`config.mk`:
```
export PLATFORM = sky130hd
export DESIGN_NAME = mips32_integer_execute_unit
export DESIGN_NICKNAME = d
export VERILOG_FILES = /design/src/miu_pkg.sv /design/src/miu_ram.sv /design/src/miu_alu.sv /design/src/miu_muldiv.sv /design/src/mips32_integer_execute_unit.sv
export SDC_FILE = /design/constraint.sdc
export NUM_CORES = 2
export LEC_CHECK = 0
export ABC_AREA = 1
export BUFFER_PORTS_ARGS = -buffer_cell sky130_fd_sc_hd__buf_2
export CAP_MARGIN = 20
export CELL_PAD_IN_SITES_DETAIL_PLACEMENT = 0
export CELL_PAD_IN_SITES_GLOBAL_PLACEMENT = 1
export CORE_MARGIN = 3
export CORE_UTILIZATION = 40
export DETAILED_ROUTE_END_ITERATION = 8
export GPL_TIMING_DRIVEN = 0
export PLACE_DENSITY = 0.79
export SYNTH_ARGS = -nofsm -noshare
export SYNTH_HDL_FRONTEND = slang
export SYNTH_HIERARCHICAL = 1
export SYNTH_SLANG_ARGS = --single-unit
```
`constraint.sdc`:
```
create_clock -name clk -period 14.9 [get_ports clk]
set_clock_uncertainty 0.15 [all_clocks]
set_input_delay 1.49 -clock clk [delete_from_list [all_inputs] [get_ports clk]]
set_output_delay 1.49 -clock clk [all_outputs]
set_load 0.03 [all_outputs]
```
`src/miu_pkg.sv`:
```
// ----------------------------------------------------------------------------
// MIPS integer execute unit package
// Shared types, opcodes and codes for the execute unit modules.
// ----------------------------------------------------------------------------
package miu_pkg;

    localparam int unsigned XLEN     = 32;
    localparam int unsigned NUM_REGS = 32;
    localparam int unsigned RIDX_W   = 5;

    // Trap codes reported with each result word.
    localparam logic [2:0] TRAP_NONE      = 3'd0;
    localparam logic [2:0] TRAP_OVERFLOW  = 3'd1;
    localparam logic [2:0] TRAP_SYSCALL   = 3'd2;
    localparam logic [2:0] TRAP_BREAK     = 3'd3;
    localparam logic [2:0] TRAP_RESERVED  = 3'd4;
    localparam logic [2:0] TRAP_COP       = 3'd5;
    localparam logic [2:0] TRAP_MISALIGN  = 3'd6;

    // Primary opcodes.
    localparam logic [5:0] OP_SPECIAL = 6'h00;
    localparam logic [5:0] OP_REGIMM  = 6'h01;
    localparam logic [5:0] OP_J       = 6'h02;
    localparam logic [5:0] OP_JAL     = 6'h03;
    localparam logic [5:0] OP_BEQ     = 6'h04;
    localparam logic [5:0] OP_BNE     = 6'h05;
    localparam logic [5:0] OP_BLEZ    = 6'h06;
    localparam logic [5:0] OP_BGTZ    = 6'h07;
    localparam logic [5:0] OP_ADDI    = 6'h08;
    localparam logic [5:0] OP_ADDIU   = 6'h09;
    localparam logic [5:0] OP_SLTI    = 6'h0a;
    localparam logic [5:0] OP_SLTIU   = 6'h0b;
    localparam logic [5:0] OP_ANDI    = 6'h0c;
    localparam logic [5:0] OP_ORI     = 6'h0d;
    localparam logic [5:0] OP_XORI    = 6'h0e;
    localparam logic [5:0] OP_LUI     = 6'h0f;
    localparam logic [5:0] OP_COP1    = 6'h11;
    localparam logic [5:0] OP_COP3    = 6'h13;
    localparam logic [5:0] OP_BEQL    = 6'h14;
    localparam logic [5:0] OP_BNEL    = 6'h15;
    localparam logic [5:0] OP_BLEZL   = 6'h16;
    localparam logic [5:0] OP_BGTZL   = 6'h17;
    localparam logic [5:0] OP_LB      = 6'h20;
    localparam logic [5:0] OP_LH      = 6'h21;
    localparam logic [5:0] OP_LWL     = 6'h22;
    localparam logic [5:0] OP_LW      = 6'h23;
    localparam logic [5:0] OP_LBU     = 6'h24;
    localparam logic [5:0] OP_LHU     = 6'h25;
    localparam logic [5:0] OP_LWR     = 6'h26;
    localparam logic [5:0] OP_LWU     = 6'h27;
    localparam logic [5:0] OP_SB      = 6'h28;
    localparam logic [5:0] OP_SH      = 6'h29;
    localparam logic [5:0] OP_SWL     = 6'h2a;
    localparam logic [5:0] OP_SW      = 6'h2b;
    localparam logic [5:0] OP_SWR     = 6'h2e;
    localparam logic [5:0] OP_CACHE   = 6'h2f;
    localparam logic [5:0] OP_LWC1    = 6'h31;
    localparam logic [5:0] OP_LWC2    = 6'h32;
    localparam logic [5:0] OP_LWC3    = 6'h33;
    localparam logic [5:0] OP_SWC1    = 6'h39;
    localparam logic [5:0] OP_SWC2    = 6'h3a;
    localparam logic [5:0] OP_SWC3    = 6'h3b;

    // SPECIAL function codes.
    localparam logic [5:0] FN_SLL     = 6'h00;
    localparam logic [5:0] FN_SRL     = 6'h02;
    localparam logic [5:0] FN_SRA     = 6'h03;
    localparam logic [5:0] FN_SLLV    = 6'h04;
    localparam logic [5:0] FN_SRLV    = 6'h06;
    localparam logic [5:0] FN_SRAV    = 6'h07;
    localparam logic [5:0] FN_JR      = 6'h08;
    localparam logic [5:0] FN_JALR    = 6'h09;
    localparam logic [5:0] FN_SYSCALL = 6'h0c;
    localparam logic [5:0] FN_BREAK   = 6'h0d;
    localparam logic [5:0] FN_SYNC    = 6'h0f;
    localparam logic [5:0] FN_MFHI    = 6'h10;
    localparam logic [5:0] FN_MTHI    = 6'h11;
    localparam logic [5:0] FN_MFLO    = 6'h12;
    localparam logic [5:0] FN_MTLO    = 6'h13;
    localparam logic [5:0] FN_MULT    = 6'h18;
    localparam logic [5:0] FN_MULTU   = 6'h19;
    localparam logic [5:0] FN_DIV     = 6'h1a;
    localparam logic [5:0] FN_DIVU    = 6'h1b;
    localparam logic [5:0] FN_ADD     = 6'h20;
    localparam logic [5:0] FN_ADDU    = 6'h21;
    localparam logic [5:0] FN_SUB     = 6'h22;
    localparam logic [5:0] FN_SUBU    = 6'h23;
    localparam logic [5:0] FN_AND     = 6'h24;
    localparam logic [5:0] FN_OR      = 6'h25;
    localparam logic [5:0] FN_XOR     = 6'h26;
    localparam logic [5:0] FN_NOR     = 6'h27;
    localparam logic [5:0] FN_SLT     = 6'h2a;
    localparam logic [5:0] FN_SLTU    = 6'h2b;

    localparam logic [RIDX_W-1:0] LINK_REG = 5'd31;

    // Command to the multiply/divide unit.
    typedef struct packed {
        logic start;
        logic is_div;
        logic is_signed;
    } md_cmd_t;

    // Everything the execute logic decides for one instruction word.
    typedef struct packed {
        logic             reg_write;
        logic [4:0]       write_index;
        logic [XLEN-1:0]  write_value;
        logic             jump_taken;
        logic [XLEN-1:0]  jump_target;
        logic             skip_delay_slot;
        logic [2:0]       trap_code;
        logic [XLEN-1:0]  mem_address;
        logic             hi_we;
        logic             lo_we;
        md_cmd_t          md;
    } exec_res_t;

    typedef enum logic [2:0] {
        ST_IDLE,
        ST_RS,
        ST_RT,
        ST_EXEC,
        ST_MD,
        ST_OUT
    } ctrl_state_t;

    typedef enum logic [1:0] {
        MD_IDLE,
        MD_RUN,
        MD_FIX,
        MD_DONE
    } md_state_t;

endpackage

```
`src/miu_ram.sv`:
```
// ----------------------------------------------------------------------------
// Generic single-port-write RAM
// One write port and one read port with registered read data.
// ----------------------------------------------------------------------------
module miu_ram #(
    parameter int unsigned WIDTH = 32,
    parameter int unsigned DEPTH = 32
) (
    input  logic                     clk,
    input  logic                     we,
    input  logic [$clog2(DEPTH)-1:0] waddr,
    input  logic [WIDTH-1:0]         wdata,
    input  logic [$clog2(DEPTH)-1:0] raddr,
    output logic [WIDTH-1:0]         rdata
);

    logic [WIDTH-1:0] mem [DEPTH];

    always_ff @(posedge clk)
    begin
        if (we)
        begin
            mem[waddr] <= wdata;
        end
        rdata <= mem[raddr];
    end

endmodule

```
`src/miu_alu.sv`:
```
// ----------------------------------------------------------------------------
// Execute logic
// Decodes one instruction word and works out writes, branches and traps.
// ----------------------------------------------------------------------------
module miu_alu (
    input  logic [31:0]        instr,
    input  logic [31:0]        pc,
    input  logic [31:0]        x,
    input  logic [31:0]        y,
    input  logic [31:0]        hi,
    input  logic [31:0]        lo,
    output miu_pkg::exec_res_t res
);

    logic [5:0]  op;
    logic [5:0]  funct;
    logic [4:0]  rt_f;
    logic [4:0]  rd_f;
    logic [4:0]  sa_f;
    logic [4:0]  sh_amt;
    logic [15:0] imm;
    logic [31:0] sx;
    logic [31:0] zx;
    logic [31:0] pc4;
    logic [31:0] pc8;
    logic [31:0] btgt;
    logic [31:0] jtgt;
    logic [31:0] addr;
    logic [31:0] sum_xy;
    logic [31:0] dif_xy;
    logic [31:0] sum_xi;
    logic        ovf_add;
    logic        ovf_sub;
    logic        ovf_addi;
    logic        x_neg;
    logic        x_zero;
    logic        wr_req;
    logic [4:0]  wr_idx;
    logic [31:0] wr_val;
    logic        br_cond;
    logic        br_en;
    logic        br_likely;

    assign op     = instr[31:26];
    assign rt_f   = instr[20:16];
    assign rd_f   = instr[15:11];
    assign sa_f   = instr[10:6];
    assign funct  = instr[5:0];
    assign imm    = instr[15:0];
    assign sx     = {{16{imm[15]}}, imm};
    assign zx     = {16'h0000, imm};
    assign pc4    = pc + 32'd4;
    assign pc8    = pc + 32'd8;
    assign btgt   = pc4 + {sx[29:0], 2'b00};
    assign jtgt   = {pc4[31:28], instr[25:0], 2'b00};
    assign addr   = x + sx;
    assign sum_xy = x + y;
    assign dif_xy = x - y;
    assign sum_xi = x + sx;
    assign sh_amt = funct[2] ? x[4:0] : sa_f;
    assign x_neg  = x[31];
    assign x_zero = (x == 32'd0);

    assign ovf_add  = ((x ^ sum_xy) & (y ^ sum_xy)) >> 31 != 32'd0;
    assign ovf_sub  = ((x ^ y) & (x ^ dif_xy)) >> 31 != 32'd0;
    assign ovf_addi = ((x ^ sum_xi) & (sx ^ sum_xi)) >> 31 != 32'd0;

    always_comb
    begin
        res       = '0;
        wr_req    = 1'b0;
        wr_idx    = rt_f;
        wr_val    = 32'd0;
        br_en     = 1'b0;
        br_cond   = 1'b0;
        br_likely = 1'b0;
        unique case (op)
            miu_pkg::OP_SPECIAL:
            begin
                wr_idx = rd_f;
                unique case (funct)
                    miu_pkg::FN_SLL, miu_pkg::FN_SLLV:
                    begin
                        wr_req = 1'b1;
                        wr_val = y << sh_amt;
                    end
                    miu_pkg::FN_SRL, miu_pkg::FN_SRLV:
                    begin
                        wr_req = 1'b1;
                        wr_val = y >> sh_amt;
                    end
                    miu_pkg::FN_SRA, miu_pkg::FN_SRAV:
                    begin
                        wr_req = 1'b1;
                        wr_val = $unsigned($signed(y) >>> sh_amt);
                    end
                    miu_pkg::FN_JR:
                    begin
                        res.jump_taken  = 1'b1;
                        res.jump_target = x;
                    end
                    miu_pkg::FN_JALR:
                    begin
                        res.jump_taken  = 1'b1;
                        res.jump_target = x;
                        wr_req          = 1'b1;
                        wr_val          = pc8;
                    end
                    miu_pkg::FN_SYSCALL: res.trap_code = miu_pkg::TRAP_SYSCALL;
                    miu_pkg::FN_BREAK:   res.trap_code = miu_pkg::TRAP_BREAK;
                    miu_pkg::FN_SYNC:    res.trap_code = miu_pkg::TRAP_NONE;
                    miu_pkg::FN_MFHI:
                    begin
                        wr_req = 1'b1;
                        wr_val = hi;
                    end
                    miu_pkg::FN_MTHI:    res.hi_we = 1'b1;
                    miu_pkg::FN_MFLO:
                    begin
                        wr_req = 1'b1;
                        wr_val = lo;
                    end
                    miu_pkg::FN_MTLO:    res.lo_we = 1'b1;
                    miu_pkg::FN_MULT, miu_pkg::FN_MULTU,
                    miu_pkg::FN_DIV, miu_pkg::FN_DIVU:
                    begin
                        res.md.start     = 1'b1;
                        res.md.is_div    = funct[1];
                        res.md.is_signed = ~funct[0];
                    end
                    miu_pkg::FN_ADD:
                    begin
                        if (ovf_add)
                        begin
                            res.trap_code = miu_pkg::TRAP_OVERFLOW;
                        end
                        else
                        begin
                            wr_req = 1'b1;
                            wr_val = sum_xy;
                        end
                    end
                    miu_pkg::FN_ADDU:
                    begin
                        wr_req = 1'b1;
                        wr_val = sum_xy;
                    end
                    miu_pkg::FN_SUB:
                    begin
                        if (ovf_sub)
                        begin
                            res.trap_code = miu_pkg::TRAP_OVERFLOW;
                        end
                        else
                        begin
                            wr_req = 1'b1;
                            wr_val = dif_xy;
                        end
                    end
                    miu_pkg::FN_SUBU:
                    begin
                        wr_req = 1'b1;
                        wr_val = dif_xy;
                    end
                    miu_pkg::FN_AND:
                    begin
                        wr_req = 1'b1;
                        wr_val = x & y;
                    end
                    miu_pkg::FN_OR:
                    begin
                        wr_req = 1'b1;
                        wr_val = x | y;
                    end
                    miu_pkg::FN_XOR:
                    begin
                        wr_req = 1'b1;
                        wr_val = x ^ y;
                    end
                    miu_pkg::FN_NOR:
                    begin
                        wr_req = 1'b1;
                        wr_val = ~(x | y);
                    end
                    miu_pkg::FN_SLT:
                    begin
                        wr_req = 1'b1;
                        wr_val = {31'd0, $signed(x) < $signed(y)};
                    end
                    miu_pkg::FN_SLTU:
                    begin
                        wr_req = 1'b1;
                        wr_val = {31'd0, x < y};
                    end
                    default: res.trap_code = miu_pkg::TRAP_RESERVED;
                endcase
            end
            miu_pkg::OP_REGIMM:
            begin
                // Selector bits: 4 = link, 1 = likely, 0 = branch on not negative.
                if (rt_f[3:2] == 2'b00)
                begin
                    br_en     = 1'b1;
                    br_cond   = rt_f[0] ? ~x_neg : x_neg;
                    br_likely = rt_f[1];
                    wr_idx    = miu_pkg::LINK_REG;
                    wr_req    = rt_f[4];
                    wr_val    = pc8;
                end
                else
                begin
                    res.trap_code = miu_pkg::TRAP_RESERVED;
                end
            end
            miu_pkg::OP_J:
            begin
                res.jump_taken  = 1'b1;
                res.jump_target = jtgt;
            end
            miu_pkg::OP_JAL:
            begin
                res.jump_taken  = 1'b1;
                res.jump_target = jtgt;
                wr_req          = 1'b1;
                wr_idx          = miu_pkg::LINK_REG;
                wr_val          = pc8;
            end
            miu_pkg::OP_BEQ, miu_pkg::OP_BEQL:
            begin
                br_en     = 1'b1;
                br_cond   = (x == y);
                br_likely = op[4];
            end
            miu_pkg::OP_BNE, miu_pkg::OP_BNEL:
            begin
                br_en     = 1'b1;
                br_cond   = (x != y);
                br_likely = op[4];
            end
            miu_pkg::OP_BLEZ, miu_pkg::OP_BLEZL:
            begin
                br_en     = 1'b1;
                br_cond   = x_neg | x_zero;
                br_likely = op[4];
            end
            miu_pkg::OP_BGTZ, miu_pkg::OP_BGTZL:
            begin
                br_en     = 1'b1;
                br_cond   = ~x_neg & ~x_zero;
                br_likely = op[4];
            end
            miu_pkg::OP_ADDI:
            begin
                if (ovf_addi)
                begin
                    res.trap_code = miu_pkg::TRAP_OVERFLOW;
                end
                else
                begin
                    wr_req = 1'b1;
                    wr_val = sum_xi;
                end
            end
            miu_pkg::OP_ADDIU:
            begin
                wr_req = 1'b1;
                wr_val = sum_xi;
            end
            miu_pkg::OP_SLTI:
            begin
                wr_req = 1'b1;
                wr_val = {31'd0, $signed(x) < $signed(sx)};
            end
            miu_pkg::OP_SLTIU:
            begin
                wr_req = 1'b1;
                wr_val = {31'd0, x < sx};
            end
            miu_pkg::OP_ANDI:
            begin
                wr_req = 1'b1;
                wr_val = x & zx;
            end
            miu_pkg::OP_ORI:
            begin
                wr_req = 1'b1;
                wr_val = x | zx;
            end
            miu_pkg::OP_XORI:
            begin
                wr_req = 1'b1;
                wr_val = x ^ zx;
            end
            miu_pkg::OP_LUI:
            begin
                wr_req = 1'b1;
                wr_val = {imm, 16'h0000};
            end
            miu_pkg::OP_COP1, miu_pkg::OP_COP3,
            miu_pkg::OP_LWC1, miu_pkg::OP_LWC2, miu_pkg::OP_LWC3,
            miu_pkg::OP_SWC1, miu_pkg::OP_SWC2, miu_pkg::OP_SWC3:
            begin
                res.trap_code = miu_pkg::TRAP_COP;
            end
            miu_pkg::OP_LB, miu_pkg::OP_LWL, miu_pkg::OP_LBU, miu_pkg::OP_LWR,
            miu_pkg::OP_SB, miu_pkg::OP_SWL, miu_pkg::OP_SWR:
            begin
                res.mem_address = addr;
            end
            miu_pkg::OP_LH, miu_pkg::OP_LHU, miu_pkg::OP_SH:
            begin
                res.mem_address = addr;
                if (addr[0])
                begin
                    res.trap_code = miu_pkg::TRAP_MISALIGN;
                end
            end
            miu_pkg::OP_LW, miu_pkg::OP_LWU, miu_pkg::OP_SW:
            begin
                res.mem_address = addr;
                if (addr[1:0] != 2'b00)
                begin
                    res.trap_code = miu_pkg::TRAP_MISALIGN;
                end
            end
            miu_pkg::OP_CACHE: res.trap_code = miu_pkg::TRAP_NONE;
            default:           res.trap_code = miu_pkg::TRAP_RESERVED;
        endcase

        if (br_en)
        begin
            if (br_cond)
            begin
                res.jump_taken  = 1'b1;
                res.jump_target = btgt;
            end
            else
            begin
                res.skip_delay_slot = br_likely;
            end
        end

        // Writes to register zero are dropped and reported as no write.
        if (wr_req && (wr_idx != 5'd0))
        begin
            res.reg_write   = 1'b1;
            res.write_index = wr_idx;
            res.write_value = wr_val;
        end
    end

endmodule

```
`src/miu_muldiv.sv`:
```
// ----------------------------------------------------------------------------
// Iterative multiply/divide unit
// Shift-add multiply and restoring divide, one bit per cycle, on magnitudes.
// ----------------------------------------------------------------------------
module miu_muldiv (
    input  logic              clk,
    input  logic              rst_n,
    input  miu_pkg::md_cmd_t  cmd,
    input  logic [31:0]       op_a,
    input  logic [31:0]       op_b,
    output logic              done,
    output logic [31:0]       hi,
    output logic [31:0]       lo
);

    miu_pkg::md_state_t state_reg;
    miu_pkg::md_state_t state_next;

    logic [4:0]  cnt_reg;
    logic [63:0] acc_reg;
    logic [31:0] mag_reg;
    logic        div_reg;
    logic        neg_q_reg;
    logic        neg_r_reg;
    logic [31:0] hi_reg;
    logic [31:0] lo_reg;

    logic [31:0] a_mag;
    logic [31:0] b_mag;
    logic [32:0] mul_sum;
    logic [33:0] div_trial;
    logic [63:0] step_val;
    logic [63:0] prod_neg;

    assign a_mag = (cmd.is_signed && op_a[31]) ? (32'd0 - op_a) : op_a;
    assign b_mag = (cmd.is_signed && op_b[31]) ? (32'd0 - op_b) : op_b;

    assign mul_sum   = {1'b0, acc_reg[63:32]} + (acc_reg[0] ? {1'b0, mag_reg} : 33'd0);
    assign div_trial = {1'b0, acc_reg[63:31]} - {2'b00, mag_reg};
    assign prod_neg  = 64'd0 - acc_reg;

    always_comb
    begin
        if (div_reg)
        begin
            if (div_trial[33])
            begin
                step_val = {acc_reg[62:0], 1'b0};
            end
            else
            begin
                step_val = {div_trial[31:0], acc_reg[30:0], 1'b1};
            end
        end
        else
        begin
            step_val = {mul_sum, acc_reg[31:1]};
        end
    end

    always_comb
    begin
        state_next = state_reg;
        unique case (state_reg)
            miu_pkg::MD_IDLE: if (cmd.start) state_next = miu_pkg::MD_RUN;
            miu_pkg::MD_RUN:  if (cnt_reg == 5'd31) state_next = miu_pkg::MD_FIX;
            miu_pkg::MD_FIX:  state_next = miu_pkg::MD_DONE;
            miu_pkg::MD_DONE: state_next = miu_pkg::MD_IDLE;
            default:          state_next = miu_pkg::MD_IDLE;
        endcase
    end

    always_comb
    begin
        done = (state_reg == miu_pkg::MD_DONE);
    end

    always_ff @(posedge clk or negedge rst_n)
    begin
        if (!rst_n)
        begin
            state_reg <= miu_pkg::MD_IDLE;
            cnt_reg   <= 5'd0;
        end
        else
        begin
            state_reg <= state_next;
            if (state_reg == miu_pkg::MD_RUN)
            begin
                cnt_reg <= cnt_reg + 5'd1;
            end
            else
            begin
                cnt_reg <= 5'd0;
            end
        end
    end

    always_ff @(posedge clk)
    begin
        unique case (state_reg)
            miu_pkg::MD_IDLE:
            begin
                if (cmd.start)
                begin
                    div_reg   <= cmd.is_div;
                    neg_q_reg <= cmd.is_signed & (op_a[31] ^ op_b[31]);
                    neg_r_reg <= cmd.is_signed & op_a[31];
                    if (cmd.is_div)
                    begin
                        acc_reg <= {32'd0, a_mag};
                        mag_reg <= b_mag;
                    end
                    else
                    begin
                        acc_reg <= {32'd0, b_mag};
                        mag_reg <= a_mag;
                    end
                end
            end
            miu_pkg::MD_RUN:
            begin
                acc_reg <= step_val;
            end
            miu_pkg::MD_FIX:
            begin
                if (div_reg)
                begin
                    lo_reg <= neg_q_reg ? (32'd0 - acc_reg[31:0]) : acc_reg[31:0];
                    hi_reg <= neg_r_reg ? (32'd0 - acc_reg[63:32]) : acc_reg[63:32];
                end
                else
                begin
                    lo_reg <= neg_q_reg ? prod_neg[31:0] : acc_reg[31:0];
                    hi_reg <= neg_q_reg ? prod_neg[63:32] : acc_reg[63:32];
                end
            end
            miu_pkg::MD_DONE:
            begin
                acc_reg <= acc_reg;
            end
            default:
            begin
                acc_reg <= acc_reg;
            end
        endcase
    end

    assign hi = hi_reg;
    assign lo = lo_reg;

endmodule

```
`src/mips32_integer_execute_unit.sv`:
```
// ----------------------------------------------------------------------------
// MIPS32 integer execute unit
// Runs one instruction word against its own register file and HI/LO pair.
// ----------------------------------------------------------------------------
// The unit takes one instruction word and its PC at a time and returns one
// result word for it. For ordinary instructions the word passes through the
// RS, RT and EXEC states: the register file is a RAM with one registered
// read port, so the two source registers are read one after the other in RS
// and RT before the execute state, and the result is registered after it.
// MULT, MULTU, DIV and DIVU additionally run through the shared iterative
// multiply/divide unit, one bit per cycle. The input side is ready again in
// the cycle after the result word has been taken; the unit holds one word at
// a time and accepts no new word until the last result word is taken. After
// reset all general registers read as zero, because a valid bit per register
// masks entries that have never been written; no clearing pass is needed.
// Loads and stores only report their effective address and any alignment trap.
// ----------------------------------------------------------------------------
module mips32_integer_execute_unit (
    input  logic        clk,
    input  logic        rst_n,
    input  logic        in_valid,
    output logic        in_ready,
    input  logic [31:0] instruction_word,
    input  logic [31:0] program_counter,
    output logic        out_valid,
    input  logic        out_ready,
    output logic        reg_write,
    output logic [4:0]  write_index,
    output logic [31:0] write_value,
    output logic        jump_taken,
    output logic [31:0] jump_target,
    output logic        skip_delay_slot,
    output logic [2:0]  trap_code,
    output logic [31:0] mem_address
);

    miu_pkg::ctrl_state_t state_reg;
    miu_pkg::ctrl_state_t state_next;

    // Latched input word.
    logic [31:0] ir_reg;
    logic [31:0] pc_reg;

    // Register file read path.
    logic [4:0]  raddr;
    logic [4:0]  raddr_reg;
    logic [31:0] rf_rdata;
    logic [31:0] rf_value;
    logic [31:0] valid_reg;
    logic [31:0] x_reg;

    logic [31:0] hi_reg;
    logic [31:0] lo_reg;

    miu_pkg::exec_res_t res;
    miu_pkg::md_cmd_t   md_cmd;
    logic               md_done;
    logic [31:0]        md_hi;
    logic [31:0]        md_lo;
    logic               rf_we;

    // Result registers, held until the result word is taken.
    logic        reg_write_reg;
    logic [4:0]  write_index_reg;
    logic [31:0] write_value_reg;
    logic        jump_taken_reg;
    logic [31:0] jump_target_reg;
    logic        skip_reg;
    logic [2:0]  trap_reg;
    logic [31:0] mem_address_reg;

    // A register never written since reset reads as zero.
    assign rf_value = valid_reg[raddr_reg] ? rf_rdata : 32'd0;

    // Read source register in the RS state, target register in the RT state.
    assign raddr = (state_reg == miu_pkg::ST_RS) ? ir_reg[25:21] : ir_reg[20:16];

    assign rf_we = (state_reg == miu_pkg::ST_EXEC) && res.reg_write;

    miu_ram #(
        .WIDTH (miu_pkg::XLEN),
        .DEPTH (miu_pkg::NUM_REGS)
    ) u_regfile (
        .clk   (clk),
        .we    (rf_we),
        .waddr (res.write_index),
        .wdata (res.write_value),
        .raddr (raddr),
        .rdata (rf_rdata)
    );

    // In the execute cycle the read port delivers the target register.
    miu_alu u_alu (
        .instr (ir_reg),
        .pc    (pc_reg),
        .x     (x_reg),
        .y     (rf_value),
        .hi    (hi_reg),
        .lo    (lo_reg),
        .res   (res)
    );

    always_comb
    begin
        md_cmd       = res.md;
        md_cmd.start = res.md.start && (state_reg == miu_pkg::ST_EXEC);
    end

    miu_muldiv u_muldiv (
        .clk   (clk),
        .rst_n (rst_n),
        .cmd   (md_cmd),
        .op_a  (x_reg),
        .op_b  (rf_value),
        .done  (md_done),
        .hi    (md_hi),
        .lo    (md_lo)
    );

    // Next state.
    always_comb
    begin
        state_next = state_reg;
        unique case (state_reg)
            miu_pkg::ST_IDLE: if (in_valid) state_next = miu_pkg::ST_RS;
            miu_pkg::ST_RS:   state_next = miu_pkg::ST_RT;
            miu_pkg::ST_RT:   state_next = miu_pkg::ST_EXEC;
            miu_pkg::ST_EXEC:
            begin
                if (res.md.start)
                begin
                    state_next = miu_pkg::ST_MD;
                end
                else
                begin
                    state_next = miu_pkg::ST_OUT;
                end
            end
            miu_pkg::ST_MD:   if (md_done) state_next = miu_pkg::ST_OUT;
            miu_pkg::ST_OUT:  if (out_ready) state_next = miu_pkg::ST_IDLE;
            default:          state_next = miu_pkg::ST_IDLE;
        endcase
    end

    // Handshake outputs.
    always_comb
    begin
        in_ready  = (state_reg == miu_pkg::ST_IDLE);
        out_valid = (state_reg == miu_pkg::ST_OUT);
    end

    always_ff @(posedge clk or negedge rst_n)
    begin
        if (!rst_n)
        begin
            state_reg <= miu_pkg::ST_IDLE;
            valid_reg <= 32'd0;
            hi_reg    <= 32'd0;
            lo_reg    <= 32'd0;
        end
        else
        begin
            state_reg <= state_next;
            if (rf_we)
            begin
                valid_reg[res.write_index] <= 1'b1;
            end
            if ((state_reg == miu_pkg::ST_EXEC) && res.hi_we)
            begin
                hi_reg <= x_reg;
            end
            if ((state_reg == miu_pkg::ST_EXEC) && res.lo_we)
            begin
                lo_reg <= x_reg;
            end
            if ((state_reg == miu_pkg::ST_MD) && md_done)
            begin
                hi_reg <= md_hi;
                lo_reg <= md_lo;
            end
        end
    end

    always_ff @(posedge clk)
    begin
        raddr_reg <= raddr;
        if (in_valid && in_ready)
        begin
            ir_reg <= instruction_word;
            pc_reg <= program_counter;
        end
        if (state_reg == miu_pkg::ST_RT)
        begin
            x_reg <= rf_value;
        end
        if (state_reg == miu_pkg::ST_EXEC)
        begin
            reg_write_reg   <= res.reg_write;
            write_index_reg <= res.write_index;
            write_value_reg <= res.write_value;
            jump_taken_reg  <= res.jump_taken;
            jump_target_reg <= res.jump_target;
            skip_reg        <= res.skip_delay_slot;
            trap_reg        <= res.trap_code;
            mem_address_reg <= res.mem_address;
        end
    end

    assign reg_write       = reg_write_reg;
    assign write_index     = write_index_reg;
    assign write_value     = write_value_reg;
    assign jump_taken      = jump_taken_reg;
    assign jump_target     = jump_target_reg;
    assign skip_delay_slot = skip_reg;
    assign trap_code       = trap_reg;
    assign mem_address     = mem_address_reg;

`ifndef SYNTH
    // Register zero must never be marked as written.
    a_r0_never_valid: assert property (@(posedge clk) disable iff (!rst_n)
        !valid_reg[0])
        else $error("register zero marked valid");

    // A result word with a trap never reports a register write.
    a_trap_no_write: assert property (@(posedge clk) disable iff (!rst_n)
        out_valid && (trap_code != miu_pkg::TRAP_NONE) |-> !reg_write)
        else $error("write reported together with a trap");

    // The multiply/divide unit only finishes while the sequencer waits on it.
    a_md_done_state: assert property (@(posedge clk) disable iff (!rst_n)
        md_done |-> state_reg == miu_pkg::ST_MD)
        else $error("multiply/divide finished outside its wait state");

    // Input and output sides are never open together.
    a_one_item: assert property (@(posedge clk) disable iff (!rst_n)
        !(in_ready && out_valid))
        else $error("input ready while a result word is pending");

    // A reported write always names a register other than zero.
    a_write_nonzero: assert property (@(posedge clk) disable iff (!rst_n)
        out_valid && reg_write |-> write_index != 5'd0)
        else $error("write to register zero reported");
`endif

endmodule

```
### After elaboration in Yosys (flattened, before gate mapping)

Memories as Yosys holds them, arrays and structs flattened. A register that Yosys moved wholly into a read port is not among the register bits.
Index checks and enable logic that the tools add are counted.

* eq/ne operators: 85
* shift operators: 3
* bitwise operators: 25
* mux-type cells: 76
* div/mod/pow operators: 0
* add/sub/neg operators: 14
* reductions and logical operators: 45
* multipliers: 0
* magnitude comparators: 7

Operators with widths (count)
* $mux 32: 20
* $pmux 32 s16: 1
* $pmux 32 s11: 1
* $mux 64: 3
* $xor 32x32->32: 6
* $eq 6x6->1 const B: 30
* $and 32x32->32: 4
* $pmux 64 s2: 1
* $sub 1x32->32 const A: 4
* $add 32x32->32: 3
* $lt 32x32->1: 3
* $eq 6x5->1 const B: 14
* $eq 6x4->1 const B: 13
* $mux 33: 2
* $pmux 33 s2: 1
* $or 32x32->32: 2
* $sub 1x64->64 const A: 1
* $reduce_or 25->1: 2
* $eq 6x3->1 const B: 7
* $mux 38: 1
* $mux 34: 1
* $sub 33x32->34: 1
* $add 32x33->33: 1
* $add 32x3->32 const B: 1
* other kinds (59): 132

* memories: 1
* bits in read-only memories: 0
* RAM bits: 1024
* register bits after elaboration: 477
* logic and storage cells: 281
* output and inout port bits: 109
* bits in latches: 0

Memories
* u_regfile.mem: words 32, width 32, rd ports 1, clocked after memory_dff 1, write ports 1, RTL line miu_ram.sv:17 `logic [WIDTH-1:0] mem [DEPTH];`

### Logic depth before layout (Yosys ltp)

* word-level depth: 16
* gate-level depth with buffers: 41
* depth with buffers taken out: 36

### By module

The synthesis kept the hierarchy.

Modules (own cells, without submodules)
* miu_ram: area each 42405.7 µm², cells an instance 3536, instances 1, sequential area each 31390.1 µm²
* miu_alu: area each 19927.9 µm², cells an instance 3857, instances 1, sequential area each 0.0 µm²
* miu_muldiv: area each 17190.2 µm², cells an instance 2729, instances 1, sequential area each 5069.9 µm²
* mips32_integer_execute_unit: area each 11314.6 µm², cells an instance 804, instances 1, sequential area each 8673.3 µm²

### Least setup slack after synthesis

OpenSTA, ideal clock, no wires.

* path kind: flip-flop to flip-flop
* from: register u_muldiv.state_reg[1]
* to: register u_muldiv.acc_reg[0], enable pin
* path slack: 8486 ps
* path buffers: 2
* cell stages (with the launch flop): 7
* arrival time: 5689 ps
* data required time: 14176 ps
* cells stage by stage: dfrtp_1 -> inv_1 -> ha_1 -> clkbuf_1 -> clkinv_1 -> clkbuf_1 -> o21ai_0

* cells in the longest elaborated chain, start to end: 3
* elaborated cells between the ends (all ways): 5
* those cells by class: 2 x eq/ne; 3 x reduce/logical

RTL lines
* start: declaration: RTL line miu_muldiv.sv:16 `miu_pkg::md_state_t state_reg;`
* start signal: assignment: RTL line miu_muldiv.sv:82 `state_reg <= miu_pkg::MD_IDLE;`
* start signal: assignment: RTL line miu_muldiv.sv:87 `state_reg <= state_next;`
* $eq 2x1->1 / $logic_not 2->1 (equally long branches): RTL line miu_muldiv.sv:101 `unique case (state_reg)`
* $reduce_bool 2->1 (no line) / $ne 2x2->1 (equally long branches)
* $reduce_and 2->1 (no line) *
* end signal: assignment: RTL line miu_muldiv.sv:111 `acc_reg <= {32'd0, a_mag};`
* end signal: assignment: RTL line miu_muldiv.sv:116 `acc_reg <= {32'd0, b_mag};`
* end signal: assignment: RTL line miu_muldiv.sv:123 `acc_reg <= step_val;`
* end: declaration: RTL line miu_muldiv.sv:20 `logic [63:0] acc_reg;`

Mark *: on every way between the ends. The rest lies on a longest branch, timed or not.
A chain may end at the register's enable or synchronous reset.

==> metrics.md <==
| Metric | Value |
|---|---|
| Status | finished, final reports clean |
| Top_reg_cell synth | edfxtp_1 |
| Switching share of power | 48.5% |
| DIE AREA | 233000 sq um |
| Layout cells sized above 1 | 9.59% |
| Worst r2r dst | u_regfile/mem[30][6] |
| Initial antenna violation count | 30 |
| Post-route ant nets | 0 |
| Hold Buf Count CTS | 0 |
| IO Pins | 177 |
| # rows | 174 |
| WP data required | 15.28 ns |
| Clock power frac | 21.5% |
| Post-synthesis sequential area ratio | 49.7% |
| DRC violations left | 0 |
| 1st-pass router iterations | 9 |
| TritonCTS Buffers | approximately 160 |
| Remaining global-route overflow | 0 |
| Clock tree from TritonCTS | yes |
| Finish-stage setup viols | 0 |
| WP buf/inv | 8 |
| Final setup margin | 6.57 ns |
| Critical path depth | 35 |
| Sum of negative setup slack | 0 ns |
| DPL Wire Length | 337000 um |
| Internal power | 9980 uW |
| Mapped cell area | 90800 sq um |
| Post-synth top area cell | edfxtp_1 |
| Syn_nets | around 11000 |
| Worst r2r src | raddr_reg[1] |
| Synth Area in Adders | 4.10% |
| Commonest non-fill, non-tap cells in the layout | nand2_1, nand3_1, edfxtp_1, inv_1, nor2_1 |
| Postcts setup bufs | 0 |
| Crit Path Category | flip-flop to flip-flop |
| Share of the synthesized area in the top cell type | 45.9% |
| Most common cell after layout, fill and taps aside | nand2_1 |
| Sequential share of power | between 30% and 40% |
| Syn Area/Cell | 8.31 sq um |
| GRT Total Usage | 35.8% |
| Worst vdd rail ir drop | 0.157 mV |
| Root buffer cell | clkbuf_16 |
| Yosys cell types | 69 |
| Relative slew slack | under 10% |
| RSZ-0062 raised after global routing | false |
| CP max-delay cell | nor2_4 |
| CP startpoint | raddr_reg[1] |
| Crit Path Max Fanout | 17 |
| Initial Util | 40.3% |
| Number of global-route vias before repair | ~77000 |
| R2R Setup Slk | 6.57 ns |
| Largest register FFs | 1024 |
| Post-Synth XOR/XNOR Area | 2.51% |
| Aggregate routed wire length | 428000 um |
| Port Buffers | 176 |
| Clock Latency Late Sink | 0.86 ns |
| Min-delay worst type | flip-flop to flip-flop |
| Final Max Slew Viols | 0 |
| Fmax | about 0.12 GHz |
| YS warnings | 6 |
| Main combinational cell family by area after synthesis | simple AND/OR/NAND/NOR gates |
| 1st-iter DRT viols | 11000 |
| Synth Area in Compound Gates | 6.43% |
| Area grow syn2layout | 13.3% |
| Synth async-reset ratio | 6.91% |
| EDFF count, synth | 1390 |
| # fillers | 22200 |
| Cell family with most CP delay | simple AND/OR/NAND/NOR gates |
| Leakage | 0.0436 uW |
| RD Place Congestion | 1.06 |
| CP most frequent cell | nand2_2 |
| Final Hold Fails | 0 |
| H-tree levels | 4 |
| Power per cell area | roughly 190 nW/um^2 |
| CP endpoint | u_regfile/mem[30][6] |
| Final net count | 11700 |
| Die H | about 480 um |
| Clock buffer depth | 3 |
| Worst Setup End Kind | flip-flop |
| Minimum clock period | 8.33 ns |
| Max_cap viols | 0 |
| Largest net degree at the start of global routing | 75 |
| Clock slew at reported path FFs | 0.06 ns |
| Mapped Cells | 10900 |
| Mux cell area share after synthesis | 0.0620% |
| First-pass GRT wire length | 586000 um |
| Synth top area cells | edfxtp_1, nand2_1, nand3_1, ha_1, inv_1 |
| Comb pwr share | between 40% and 50% |
| CP peak stage delay | a little over 0.9 ns |
| Final worst-path cycle share | 55.9% |
| Net Sw Power | 9410 uW |
| Transition time of the tightest slew-check pin | ~1.4 ns |
| Via density | 5.74 |
| Cts repair resizes | 0 |
| Vias | slightly above 80000 |
| Pre-CTS setup slack | 6.75 ns |
| Core area | between 200000 and 250000 sq um |
| R2R cell count | 35 |
| Critical path data arrival time | 8.71 ns |
| Startpoint Class | flip-flop |
| Post-synthesis simple-gate area fraction | 29.8% |
| Die X | 483 um |
| CTS Sinks | 1533 |
| FF+latch count, synth | 1533 |
| WL/cell | just under 30 um |
-- power by group through the flow --
stage	Clock (uW)	Sequential [uW]	Combinational, uW
2_1_floorplan	0	5600	5440
3_3_place_gp	0	5910	9040
3_5_place_dp	0	5860	9090
4_1_cts	4220	5780	9130
5_1_grt	4380	5800	9970
6_report	4160	5810	9420
-- per-stage QoR --
stage          utilization (%)  cells  cell area [sq um]  total power [uW]  hold WS [ns]
6_report                  45.7  14500             103000             19400         0.303
5_1_grt                   45.7  14500             103000             20200         0.329
4_1_cts                   45.7  14500             103000             19100         0.311
3_5_place_dp              43.2  14200              97300             15000         0.303
3_3_place_gp              42.4  14100              95500             14900         0.293
2_1_floorplan                -  10900              90800             11000         0.271
-- Yosys cell counts (43+ instances only) --
cell type,count
nand2_1,3610
nand3_1,1511
edfxtp_1,1390
inv_1,946
nor2_1,772
a21oi_1,299
ha_1,288
o21ai_0,278
xor2_1,233
nand4_1,185
buf_2,167
clkbuf_1,119
dfrtp_1,106
nor3_1,101
a31oi_1,89
buf_6,89
o21bai_1,78
o211ai_1,58
buf_4,57
inv_2,53
nor2_2,44
buf_1,43
-- routing by layer --
| metal | up-vias | share of wire, % | GRT usage (%) |
|---|---|---|---|
| met4 | 8 | 4.9 | 15.6 |
| li1 | 37500 | - | - |
| met1 | 40400 | 42 | 50.0 |
| met3 | 706 | 9.5 | 6.78 |
| met5 | - | 0.013 | 0 |
| met2 | 4488 | 43 | 54.1 |
-- worst register-to-register path: cells and delay by family, from the launching register on --
family | cells | cell delay (ns)
adders and majority gates | 1 | 0.43
buffers and inverters | 8 | 1.88
DFF | 1 | 0.31
and+or+nand+nor | 26 | 5.19
-- layout make-up --
type | count | area (sq um) | share of cell area (%)
inverters | 1008 | 3800 | 3.70
plain buffers | 480 | 2940 | 2.86
clock buffers | 191 | 4290 | 4.17
flip-flops and latches | 1533 | 45100 | 43.9
clock inverters | 113 | 1260 | 1.23
multi-input cells | 7905 | 39300 | 38.2
repair buffers | 248 | 2370 | 2.31
well taps | 2992 | 3740 | 3.64
diodes | 19 | 47.5 | 0.0462
-- worst min-delay path by stage --
stage,slack (ns),end,from,cells past startpoint
floorplan,0.27,u_muldiv/lo[0],u_muldiv/acc_reg[0],0
global placement,0.29,u_muldiv/cnt_reg[0],u_muldiv/cnt_reg[0],1
detailed placement,0.30,u_muldiv/cnt_reg[0],u_muldiv/cnt_reg[0],1
CTS,0.31,u_muldiv/cnt_reg[0],u_muldiv/cnt_reg[0],1
global route,0.33,u_muldiv/cnt_reg[0],u_muldiv/cnt_reg[0],1
finish,0.30,u_muldiv/cnt_reg[0],u_muldiv/cnt_reg[0],1
-- cells by family after synthesis --
group / Yosys count
and+or+nand+nor: 6364
DFF: 1533
buffers and inverters: 1488
AOI/OAI and AO/OA: 982
adders and majority gates: 294
xor gates and xnor gates: 260
muxes: 5
No activity file was read; power rests on OpenSTA's default activity.
